==> config.mk <==
export PLATFORM = sky130hd
export DESIGN_NAME = gram_matrix_a_times_a_transpose
export DESIGN_NICKNAME = d
export VERILOG_FILES = /design/src/design/gram_pkg.sv /design/src/design/gram_cell.sv /design/src/design/gram_matrix_a_times_a_transpose.sv
export SDC_FILE = /design/constraint.sdc
export NUM_CORES = 2
export LEC_CHECK = 0
export BUFFER_PORTS_ARGS = -buffer_cell sky130_fd_sc_hd__buf_4
export CAP_MARGIN = 5
export CORE_ASPECT_RATIO = 0.75
export CORE_MARGIN = 1.5
export CORE_UTILIZATION = 38
export CTS_BUF_LIST = sky130_fd_sc_hd__clkbuf_8
export DETAILED_ROUTE_END_ITERATION = 10
export GPL_TIMING_DRIVEN = 0
export PLACE_DENSITY_LB_ADDON = 0.2
export SLEW_MARGIN = 10
export SYNTH_ARGS = -nofsm -noshare
export SYNTH_HDL_FRONTEND = slang
export SYNTH_HIERARCHICAL = 1
export SYNTH_SLANG_ARGS = --single-unit
==> constraint.sdc <==
create_clock -name clk -period 15.87 [get_ports clk]
set_clock_uncertainty 0.05 [all_clocks]
set_input_delay 1.587 -clock clk [delete_from_list [all_inputs] [get_ports clk]]
set_output_delay 1.587 -clock clk [all_outputs]
set_load 0.01 [all_outputs]
==> src/design/gram_pkg.sv <==
// ----------------------------------------------------------------------------
// gram_pkg: shared constants and types for the Gram matrix block
// Sizes, widths, size register indices, the sequencer state type and the row controls.
// ----------------------------------------------------------------------------
package gram_pkg;
	localparam int MaxRowsDef = 8;
	localparam int MaxColsDef = 8;
	localparam int ElemW      = 16;
	localparam int ProdW      = 35;
	localparam int IdxW       = 3;
	localparam int CfgW       = 4;

	localparam logic [0:0] REG_ROWS = 1'b0;
	localparam logic [0:0] REG_COLS = 1'b1;

	typedef enum logic [1:0] {
		ST_LOAD,
		ST_ROW,
		ST_MAC,
		ST_OUT
	} state_t;

	// controls from the sequencer to the cell row
	typedef struct packed {
		logic load;   // shift a new element into the row
		logic rot;    // rotate the row by one cell
	} row_ctrl_t;
endpackage

==> src/design/gram_cell.sv <==
// ----------------------------------------------------------------------------
// gram_cell: one storage cell of the element row
// Takes its neighbor's element on a shift or a rotate and holds it otherwise.
// ----------------------------------------------------------------------------
module gram_cell (
	input  logic                            clk,
	input  gram_pkg::row_ctrl_t             ctrl,
	input  logic signed [gram_pkg::ElemW-1:0] prev,
	output logic signed [gram_pkg::ElemW-1:0] elem
);
	logic signed [gram_pkg::ElemW-1:0] elem_q;

	// take neighbor on any move
	always_ff @(posedge clk) begin
		if (ctrl.load || ctrl.rot) begin
			elem_q <= prev;
		end
	end

	assign elem = elem_q;
endmodule

==> src/design/gram_matrix_a_times_a_transpose.sv <==
// ----------------------------------------------------------------------------
// gram_matrix_a_times_a_transpose: A times A-transpose over a row of cells
// Elements go to a store; row i is copied into a rotating chain of cells
// and one shared MAC pairs the chain tap with row j read from the store.
// ----------------------------------------------------------------------------
// Sequence: after the completing beat, row i is first copied into the chain;
//   then for each row j the MAC accumulates the chain tap times row j of the
//   store, and the finished sum is registered as one output beat.
// Throughput: one beat per cycle while loading; input stalls during compute.
// Reset: arst_n clears the sequencer, counters and size registers (8 x 8).
// The element store holds no reset; unwritten elements read as anything.
module gram_matrix_a_times_a_transpose #(
	parameter int MAX_ROWS = gram_pkg::MaxRowsDef,
	parameter int MAX_COLS = gram_pkg::MaxColsDef
) (
	input  logic        clk,
	input  logic        arst_n,
	input  logic        cfg_we,
	input  logic [0:0]  cfg_index,
	input  logic [gram_pkg::CfgW-1:0] cfg_data,
	input  logic        s_axis_tvalid,
	output logic        s_axis_tready,
	input  logic [15:0] s_axis_tdata,   // element_value[15:0]
	output logic        m_axis_tvalid,
	input  logic        m_axis_tready,
	output logic [47:0] m_axis_tdata,   // product_value[34:0], out_row[37:35], out_col[40:38]
	output logic        m_axis_tlast    // last_entry
);
	localparam int Depth = MAX_ROWS * MAX_COLS;
	localparam int CntW  = $clog2(Depth + 1);
	localparam int AdW   = (Depth > 1) ? $clog2(Depth) : 1;
	localparam int RW    = $clog2(MAX_ROWS + 1);
	localparam int CW    = $clog2(MAX_COLS + 1);
	localparam int TapW  = (MAX_COLS > 1) ? $clog2(MAX_COLS) : 1;
	localparam int MulW  = 2 * gram_pkg::ElemW;

	// size registers
	logic [gram_pkg::CfgW-1:0] rows_q, cols_q;
	always_ff @(posedge clk or negedge arst_n) begin
		if (!arst_n) begin
			rows_q <= gram_pkg::CfgW'(8);
			cols_q <= gram_pkg::CfgW'(8);
		end else if (cfg_we) begin
			if (cfg_index == gram_pkg::REG_ROWS) rows_q <= cfg_data;
			else cols_q <= cfg_data;
		end
	end

	// clamped sizes
	logic [RW-1:0] nr;
	logic [CW-1:0] nc;
	logic [CntW-1:0] total;
	always_comb begin
		if (rows_q == '0) nr = RW'(1);
		else if (32'(rows_q) > MAX_ROWS) nr = RW'(MAX_ROWS);
		else nr = RW'(rows_q);
		if (cols_q == '0) nc = CW'(1);
		else if (32'(cols_q) > MAX_COLS) nc = CW'(MAX_COLS);
		else nc = CW'(cols_q);
		total = CntW'(nr) * CntW'(nc);
	end

	// sequencer
	gram_pkg::state_t state_q, state_d;
	logic [CntW-1:0] cnt_q;
	logic [RW-1:0] i_q, j_q;
	logic [CW-1:0] k_q;
	logic s_acc;
	logic out_ok;
	logic emit;
	logic k_last;
	logic last_entry;
	logic row_s1, mac_s1, first_s1;

	assign s_axis_tready = (state_q == gram_pkg::ST_LOAD);
	assign s_acc = s_axis_tvalid && s_axis_tready;
	assign out_ok = !m_axis_tvalid || m_axis_tready;
	// the sum is complete once the last MAC cycle has left the pipe
	assign emit = (state_q == gram_pkg::ST_OUT) && out_ok && !mac_s1;
	assign k_last = (k_q == nc - CW'(1));
	assign last_entry = (i_q == nr - RW'(1)) && (j_q == nr - RW'(1));

	always_comb begin
		state_d = state_q;
		unique case (state_q)
			gram_pkg::ST_LOAD:
				if (s_acc && (cnt_q + CntW'(1) >= total)) state_d = gram_pkg::ST_ROW;
			gram_pkg::ST_ROW:
				if (k_last) state_d = gram_pkg::ST_MAC;
			gram_pkg::ST_MAC:
				if (k_last) state_d = gram_pkg::ST_OUT;
			gram_pkg::ST_OUT:
				if (emit) begin
					if (last_entry) state_d = gram_pkg::ST_LOAD;
					else if (j_q == nr - RW'(1)) state_d = gram_pkg::ST_ROW;
					else state_d = gram_pkg::ST_MAC;
				end
			default: state_d = gram_pkg::ST_LOAD;
		endcase
	end

	// store address: row i while filling the chain, row j while accumulating
	logic [RW-1:0] row_sel;
	logic [CntW-1:0] rd_ad;
	always_comb begin
		row_sel = (state_q == gram_pkg::ST_ROW) ? i_q : j_q;
		rd_ad = CntW'(row_sel) * CntW'(nc) + CntW'(k_q);
	end

	// element store, one write and one registered read per cycle
	logic signed [gram_pkg::ElemW-1:0] store_mem [Depth];
	logic signed [gram_pkg::ElemW-1:0] rd_s1;
	always_ff @(posedge clk) begin
		if (s_acc && (cnt_q < CntW'(Depth))) store_mem[cnt_q[AdW-1:0]] <= s_axis_tdata;
		rd_s1 <= store_mem[rd_ad[AdW-1:0]];
	end

	// row chain: loads row i, then rotates once per MAC beat of each entry
	gram_pkg::row_ctrl_t ctrl;
	logic signed [gram_pkg::ElemW-1:0] cell_e [MAX_COLS];
	logic signed [gram_pkg::ElemW-1:0] tap_e, head_e;
	logic [TapW-1:0] tap_idx;
	always_comb begin
		ctrl.load = row_s1;
		ctrl.rot  = mac_s1;
		tap_idx = TapW'(nc - CW'(1));
		tap_e = cell_e[tap_idx];
		head_e = row_s1 ? rd_s1 : tap_e;
	end

	for (genvar g = 0; g < MAX_COLS; g++) begin : g_row
		logic signed [gram_pkg::ElemW-1:0] prev;
		if (g == 0) begin : g_h
			assign prev = head_e;
		end else begin : g_t
			assign prev = cell_e[g-1];
		end
		gram_cell u_cell (.clk(clk), .ctrl(ctrl), .prev(prev), .elem(cell_e[g]));
	end

	always_ff @(posedge clk or negedge arst_n) begin
		if (!arst_n) begin
			state_q <= gram_pkg::ST_LOAD;
			cnt_q <= '0;
			i_q <= '0; j_q <= '0; k_q <= '0;
			row_s1 <= 1'b0; mac_s1 <= 1'b0; first_s1 <= 1'b0;
			m_axis_tvalid <= 1'b0;
		end else begin
			state_q <= state_d;
			row_s1 <= (state_q == gram_pkg::ST_ROW);
			mac_s1 <= (state_q == gram_pkg::ST_MAC);
			first_s1 <= (state_q == gram_pkg::ST_MAC) && (k_q == '0);
			m_axis_tvalid <= emit || (m_axis_tvalid && !m_axis_tready);
			if (s_acc) begin
				if (cnt_q + CntW'(1) >= total) begin
					cnt_q <= '0;
					i_q <= '0; j_q <= '0; k_q <= '0;
				end else cnt_q <= cnt_q + CntW'(1);
			end
			if (state_q == gram_pkg::ST_ROW || state_q == gram_pkg::ST_MAC) begin
				k_q <= k_last ? '0 : k_q + CW'(1);
			end
			if (emit) begin
				if (j_q == nr - RW'(1)) begin
					j_q <= '0; i_q <= i_q + RW'(1);
				end else j_q <= j_q + RW'(1);
			end
		end
	end

	// multiply the chain tap by the store word and accumulate
	logic signed [MulW-1:0] prod;
	logic signed [gram_pkg::ProdW-1:0] prod_ext, acc_q;
	always_comb begin
		prod = tap_e * rd_s1;
		prod_ext = {{(gram_pkg::ProdW - MulW){prod[MulW-1]}}, prod};
	end

	always_ff @(posedge clk) begin
		if (mac_s1) begin
			if (first_s1) acc_q <= prod_ext;
			else acc_q <= acc_q + prod_ext;
		end
		if (emit) begin
			m_axis_tdata <= {7'b0, gram_pkg::IdxW'(j_q), gram_pkg::IdxW'(i_q), acc_q};
			m_axis_tlast <= last_entry;
		end
	end

	// checks
	a_ready_load: assert property (@(posedge clk) disable iff (!arst_n)
		s_axis_tready |-> state_q == gram_pkg::ST_LOAD) else $error("ready outside load");
	a_no_drop: assert property (@(posedge clk) disable iff (!arst_n)
		m_axis_tvalid && !m_axis_tready |=> m_axis_tvalid) else $error("result dropped");
	a_k_range: assert property (@(posedge clk) disable iff (!arst_n)
		(state_q == gram_pkg::ST_ROW || state_q == gram_pkg::ST_MAC) |-> k_q < nc)
		else $error("k out of range");
	a_ctrl_excl: assert property (@(posedge clk) disable iff (!arst_n)
		!(ctrl.load && ctrl.rot)) else $error("load and rotate together");
endmodule

# ---- After elaboration in Yosys (flattened, before gate mapping)
# Memory sizes are Yosys's and may differ from the RTL's. A register that Yosys moved wholly into a read port is not among the register bits.
# Index checks and enable logic that the tools add are counted.
dict set report word_totals {
  register_bits 238
  output_inout_bits 51
  romBits 0
  mem_bits_rw 1024
  elab_cells 109
  n_memories 1
  latchBits 0
}
# memory depth word_bits read_ports rd_ports_with_merged_regs write_ports line
set mem_list {}
lappend mem_list {store_mem 64 16 1 1 1 gram_matrix_a_times_a_transpose.sv:111} ;# logic signed [gram_pkg::ElemW-1:0] store_mem [Depth];
dict set report classes {
  reduce_logical 28
  add_sub_neg 8
  magnitude_cmp 5
  shift 0
  n_bitwise 2
  mul 3
  div_mod_pow 0
  muxes 30
  eq_ne 10
}
# operator n
set op_table {}
lappend op_table {{4-bit two-way mux} 15}
lappend op_table {{16-bit binary-select mux with 3-bit select} 1}
lappend op_table {{16-bit two-way mux} 3}
lappend op_table {{35-bit by 32-bit adder with 35-bit output} 1}
lappend op_table {{35-bit two-way mux} 1}
lappend op_table {{16-bit by 16-bit multiplier with 32-bit output} 1}
lappend op_table {{4-bit by 1-bit adder with 4-bit output (second input constant)} 3}
lappend op_table {{4-bit == test} 3}
lappend op_table {{4-bit zero test} 3}
lappend op_table {{2-bit two-way mux} 6}
lappend op_table {{4-bit greater-than comparator (second input constant)} 2}
lappend op_table {{1-bit logical AND} 8}
lappend op_table {{2-bit one-hot mux with 4 select lines} 1}
lappend op_table {{2-bit AND reduction} 4}
lappend op_table {{2-bit nonzero test} 4}
lappend op_table {{4-bit by 1-bit subtractor with 4-bit output (second input constant)} 2}
lappend op_table {{7-bit by 1-bit adder with 7-bit output (second input constant)} 1}
lappend op_table {{7-bit greater-or-equal comparator} 1}
lappend op_table {{7-bit < comparator (second input constant)} 1}
lappend op_table {{4-bit by 4-bit multiplier with 7-bit output} 1}
lappend op_table {{7-bit two-way mux} 1}
lappend op_table {{6-bit by 4-bit adder with 6-bit output} 1}
lappend op_table {{4-bit by 4-bit multiplier with 6-bit output} 1}
lappend op_table {{2-bit inequality test (second input constant)} 3}
lappend op_table {{other kinds (11)} 18}

# ---- Longest topological paths before layout
dict set report logic_depth {
  depth_word 11
  mapped_depth 44
  mapped_depth_nobuf 40
}

# ---- By module
# Netlist, hierarchy kept.
# mod instances area_per_inst_um2 seq_area_each_um2 cells_each
set by_module_without_submodules {}
lappend by_module_without_submodules {gram_matrix_a_times_a_transpose 1 57610.3 34210.3 3431}
lappend by_module_without_submodules {gram_cell 8 486.7 480.5 17}

# ---- Least setup slack after synthesis
# No wires, ideal clock.
dict set report synth_timing {
  kind {register to register}
  startpoint {reg cols_q[2] (netlist name)}
  endpoint {reg acc_q[32] (netlist name) (data pin)}
  period_less_slack_ns 10.720
  path_stages_with_launch 45
  setup_ns 0.260
  setup_slack_ns 5.150
  t_arrival_ns 10.410
  required_time_ns 15.560
  cell_sequence {dfrtp_1 nor2_1 nor2_1 nor2_2 clkbuf_1 inv_1 ha_1 clkbuf_1 clkbuf_1 clkbuf_1 mux4_2 mux2_2 clkbuf_1 nand2_1 fa_1 inv_1 fa_1 inv_1 [... 9 more ...] a2111oi_2 nor3b_2 o21ai_2 a31oi_4 o31ai_1 a21oi_1 xnor2_1 ha_1 a21o_1 a21o_1 a21o_1 a21o_1 a21oi_1 a21boi_0 o21ai_0 nor3b_1 nor2_1 mux2_2}
}
dict set report synth_via {
  elab_chain_len 11
}
# item line
set synth_rtl {}
lappend synth_rtl {{from (decl)} gram_matrix_a_times_a_transpose.sv:38} ;# logic [gram_pkg::CfgW-1:0] rows_q, cols_q;
lappend synth_rtl {{from (signal assigned)} gram_matrix_a_times_a_transpose.sv:42} ;# cols_q <= gram_pkg::CfgW'(8);
lappend synth_rtl {{from (signal assigned)} gram_matrix_a_times_a_transpose.sv:45} ;# else cols_q <= cfg_data;
lappend synth_rtl {{4-bit greater-than comparator} gram_matrix_a_times_a_transpose.sv:58} ;# else if (32'(cols_q) > MAX_COLS) nc = CW'(MAX_COLS);
lappend synth_rtl {{4-bit two-way mux} gram_matrix_a_times_a_transpose.sv:58}
lappend synth_rtl {{4-bit two-way mux *} gram_matrix_a_times_a_transpose.sv:57} ;# if (cols_q == '0) nc = CW'(1);
lappend synth_rtl {{4-bit by 1-bit subtractor with 4-bit output *} gram_matrix_a_times_a_transpose.sv:126} ;# tap_idx = TapW'(nc - CW'(1));
lappend synth_rtl {{3-bit NOT with 4-bit output (not written as such) *} gram_matrix_a_times_a_transpose.sv:127} ;# tap_e = cell_e[tap_idx];
lappend synth_rtl {{16-bit binary-select mux with 3-bit select *} gram_matrix_a_times_a_transpose.sv:127}
lappend synth_rtl {{16-bit two-way mux (not written as such) * (2 in a row)} gram_matrix_a_times_a_transpose.sv:127}
lappend synth_rtl {{16-bit by 16-bit multiplier with 32-bit output *} gram_matrix_a_times_a_transpose.sv:175} ;# prod = tap_e * rd_s1;
lappend synth_rtl {{35-bit by 32-bit adder with 35-bit output} gram_matrix_a_times_a_transpose.sv:182} ;# else acc_q <= acc_q + prod_ext;
lappend synth_rtl {{35-bit two-way mux *} gram_matrix_a_times_a_transpose.sv:181} ;# if (first_s1) acc_q <= prod_ext;
lappend synth_rtl {{to (signal assigned)} gram_matrix_a_times_a_transpose.sv:181}
lappend synth_rtl {{to (signal assigned)} gram_matrix_a_times_a_transpose.sv:182}
lappend synth_rtl {{to (decl)} gram_matrix_a_times_a_transpose.sv:173} ;# logic signed [gram_pkg::ProdW-1:0] prod_ext, acc_q;
# Every way passes the cells marked *; elsewhere a longest branch is shown, timed or not. The select of a mux whose other input is x is not followed.
# A chain may end at the register's enable or synchronous reset.

# ---- Worst setup path after layout
dict set report layout_timing {
  startpoint {reg cols_q[2] (netlist name)}
  endpoint {reg acc_q[33] (netlist name) (data pin)}
}
# Same word-level chain as after synthesis.

==> impl_metrics.ini <==
[outcome]
status = complete, no violations

[timing]
tightest_slew_ns = 1.32
rsz0062_at_grt = no
hold_viol_final = 0
drv_slew = 0
timing.final.crit_share = 0.863
slew_headroom = 0.0916
finalSetupTns_ns = 0
finalCriticalPeriod_ns = 13.70
setup_viol = 0
max_freq_mhz = 73.0

[logic_synthesis]
synth_seq_cells = 1278
synthXorXnorAreaFrac = 0.0137
synth_area_per_cell_um2 = 17.2
yosysSeqAreaShare = 0.619
synthesis.area_um2 = 61500
async_flop_share = 0.0258
synthMuxAreaShare = 0.142
synth_top_family_by_area = multiplexers
synth_edf_count = 1229
syn_inst = 3567
synthAdderAreaFrac = 0.121
yosysWarnings = 6
synth_ff_type = edfxtp_1
synth.distinct_cells = 75
yosys.area_share.simple = 0.0439
synth_compound_area_frac = 0.0295

[die]
die_w_um = 468
start_util = 0.384
rows = 127
die_h_um = 351
core-area_um2 = 160000
io_pins = 77
fp.dieArea_um2 = 164000

[global_route]
grt_use_total = 0.190
grt_pass1_vias = 33000
overflow = 0
grt_pass1_wl_mm = 226
antenna_found_initial = 6
grt_max_degree = 65

[clock_tree]
root_buffer = clkbuf_8
insertion_delay_ns = 0.95
ctsResizeCount = 0
cts_buffers = 196
clkTransAtPathRegs_ns = 0.06
post_cts_buffers = 0
clockBufferDepth = 3
postCtsHoldBufs = 0
clock-sinks = 1278
cts_tree = yes
cts_max_level = 4

[finish]
area_delta_synth_final_pct = 13.1
fillers = 14100
nets = 4362
final_layout_size_suffix_gt1_frac = 0.217

[drt]
wl_per_cell_um = 24.6
wirelength_mm = 153
drtPass1Iterations = 6
drtIter0Drc = 2977
route.detailed.drc = 0
viasPerCell = 5.25
postRouteAntennaNets = 0
num_vias = 32600

[worst_setup_path]
cp.arrival_ns = 14.34
crit_buf_inv = 9
cp.depth = 39
cp_common_cell = fa_1
worstPathMaxFanout = 10
r2r_start = cols_q[2]
max_stage_delay_ns = 0.76
ff2ff_path_depth = 39
critPathKind = reg2reg
r2r_end = acc_q[33]
cp-endpoint = acc_q[33]
critPathLaunchType = register
critPathCaptureType = register
startpoint = cols_q[2]
r2r_setup_slack_ns = 2.17
critPathRequiredTime_ns = 16.51
critPathTopFamily = adder cells
slowest_stage = o31ai_1

[job]
max_cap_violations = 0

[placement]
dp.final_hpwl_mm = 106
portBuffers = 69
gp_congestion = 0.904

[hold_path]
hold_class = reg2reg
[flip-flops by register name, summed over array words and instances (netlist names)]
register	count
m_axis_tdata	41
cnt_q	7
acc_q	35
store_mem	1024
rows_q	4
cols_q	4
first_s1	1
j_q	4
g_row.u_cell/elem	128
rd_s1	16
m_axis_tlast	1
state_q	2
row_s1	1
mac_s1	1
m_axis_tvalid	1
k_q	4
i_q	4
[layout make-up]
class,instances,area (um^2),share of cell area
Antenna cell,10,25.0,0.000360
Multi-Input combinational cell,1796,21700,0.312
Clock inverter,157,922,0.0133
Buffer,147,601,0.00863
Clock buffer,201,2770,0.0398
Sequential cell,1278,38100,0.547
Inverter,352,1320,0.0190
Tap cell,2128,2660,0.0383
Timing Repair Buffer,133,1490,0.0214
[cell usage in the layout, fill, tap and decap left out, types with 9 or more instances in the layout]
cell	count
edfxtp_1	1229
inv_1	417
mux4_2	352
fa_1	273
clkbuf_8	201
nand2_1	187
ha_1	159
clkbuf_1	93
and2_1	87
nor2_1	76
buf_4	76
a21oi_1	70
nor2_2	65
xnor2_1	61
a21o_1	59
buf_8	56
nor2b_1	54
o21ai_0	51
clkinv_1	45
mux2_2	42
xor2_1	33
mux2i_1	31
buf_1	31
dfrtp_1	30
clkinv_2	27
nand2b_1	23
a211oi_1	22
nand3_1	19
dfxtp_1	16
buf_2	14
o21bai_1	13
diode_2	10
and3_1	9
[synth_stat cells (33+ instances only)]
cell | number | area share
a21oi_1 | 70 | 0.0057
and2_1 | 87 | 0.0088
clkbuf_1 | 95 | 0.0058
nor2_1 | 140 | 0.0085
ha_1 | 159 | 0.032
mux2_2 | 42 | 0.0077
nor2b_1 | 54 | 0.0055
xor2_1 | 33 | 0.0047
o21ai_0 | 51 | 0.0041
a21o_1 | 59 | 0.0072
mux4_2 | 352 | 0.13
xnor2_1 | 61 | 0.0087
inv_1 | 351 | 0.021
nand2_1 | 187 | 0.011
fa_1 | 273 | 0.089
edfxtp_1 | 1229 | 0.60
[metal layers]
| layer | global-route usage | routed length (um) | up-vias |
|---|---|---|---|
| met5 | 0 | 0 | - |
| li1 | - | - | 14100 |
| met4 | 0.0431 | 2750 | 0 |
| met3 | 0.0473 | 12900 | 199 |
| met1 | 0.296 | 72500 | 17200 |
| met2 | 0.265 | 64600 | 1115 |
[cells by family (layout without fill, tap and decap cells)]
logic type / count (synthesis) / after routing
buffers and inverters: 499 / 990
muxes: 426 / 426
DFF: 1278 / 1278
xor gates and xnor gates: 95 / 95
and+or+nand+nor: 562 / 562
AOI/OAI and AO/OA: 274 / 274
other: 1 / 17
adders and majority gates: 432 / 432
[worst min path at each step]
stage,from,end,slack [ns],cells after the start
final,g_row[5].u_cell/elem[6],g_row[6].u_cell/elem[6],0.39,0
after global routing,g_row[5].u_cell/elem[6],g_row[6].u_cell/elem[6],0.39,0
after CTS,g_row[5].u_cell/elem[6],g_row[6].u_cell/elem[6],0.39,0
after detailed placement,g_row[5].u_cell/elem[6],g_row[6].u_cell/elem[6],0.38,0
after global placement,g_row[5].u_cell/elem[1],g_row[6].u_cell/elem[1],0.37,0
after floorplan,g_row[1].u_cell/elem[0],g_row[2].u_cell/elem[0],0.37,0
[per-stage QoR]
step                hold slack [ns]  cell area [um^2]   util  worst slack [ns]  instances
global placement              0.372             64700  0.404              2.10       5770
CTS                           0.387             69500  0.434              2.16       6192
finish                        0.385             69600  0.434              2.17       6202
floorplan                     0.371             61500      -              5.15       3573
global route                  0.387             69500  0.434              1.17       6194
detailed placement            0.377             65800  0.411              2.13       5834
Power is not shown: default switching activity piles up to over one toggle a cycle in this logic, so the estimate is an artifact.
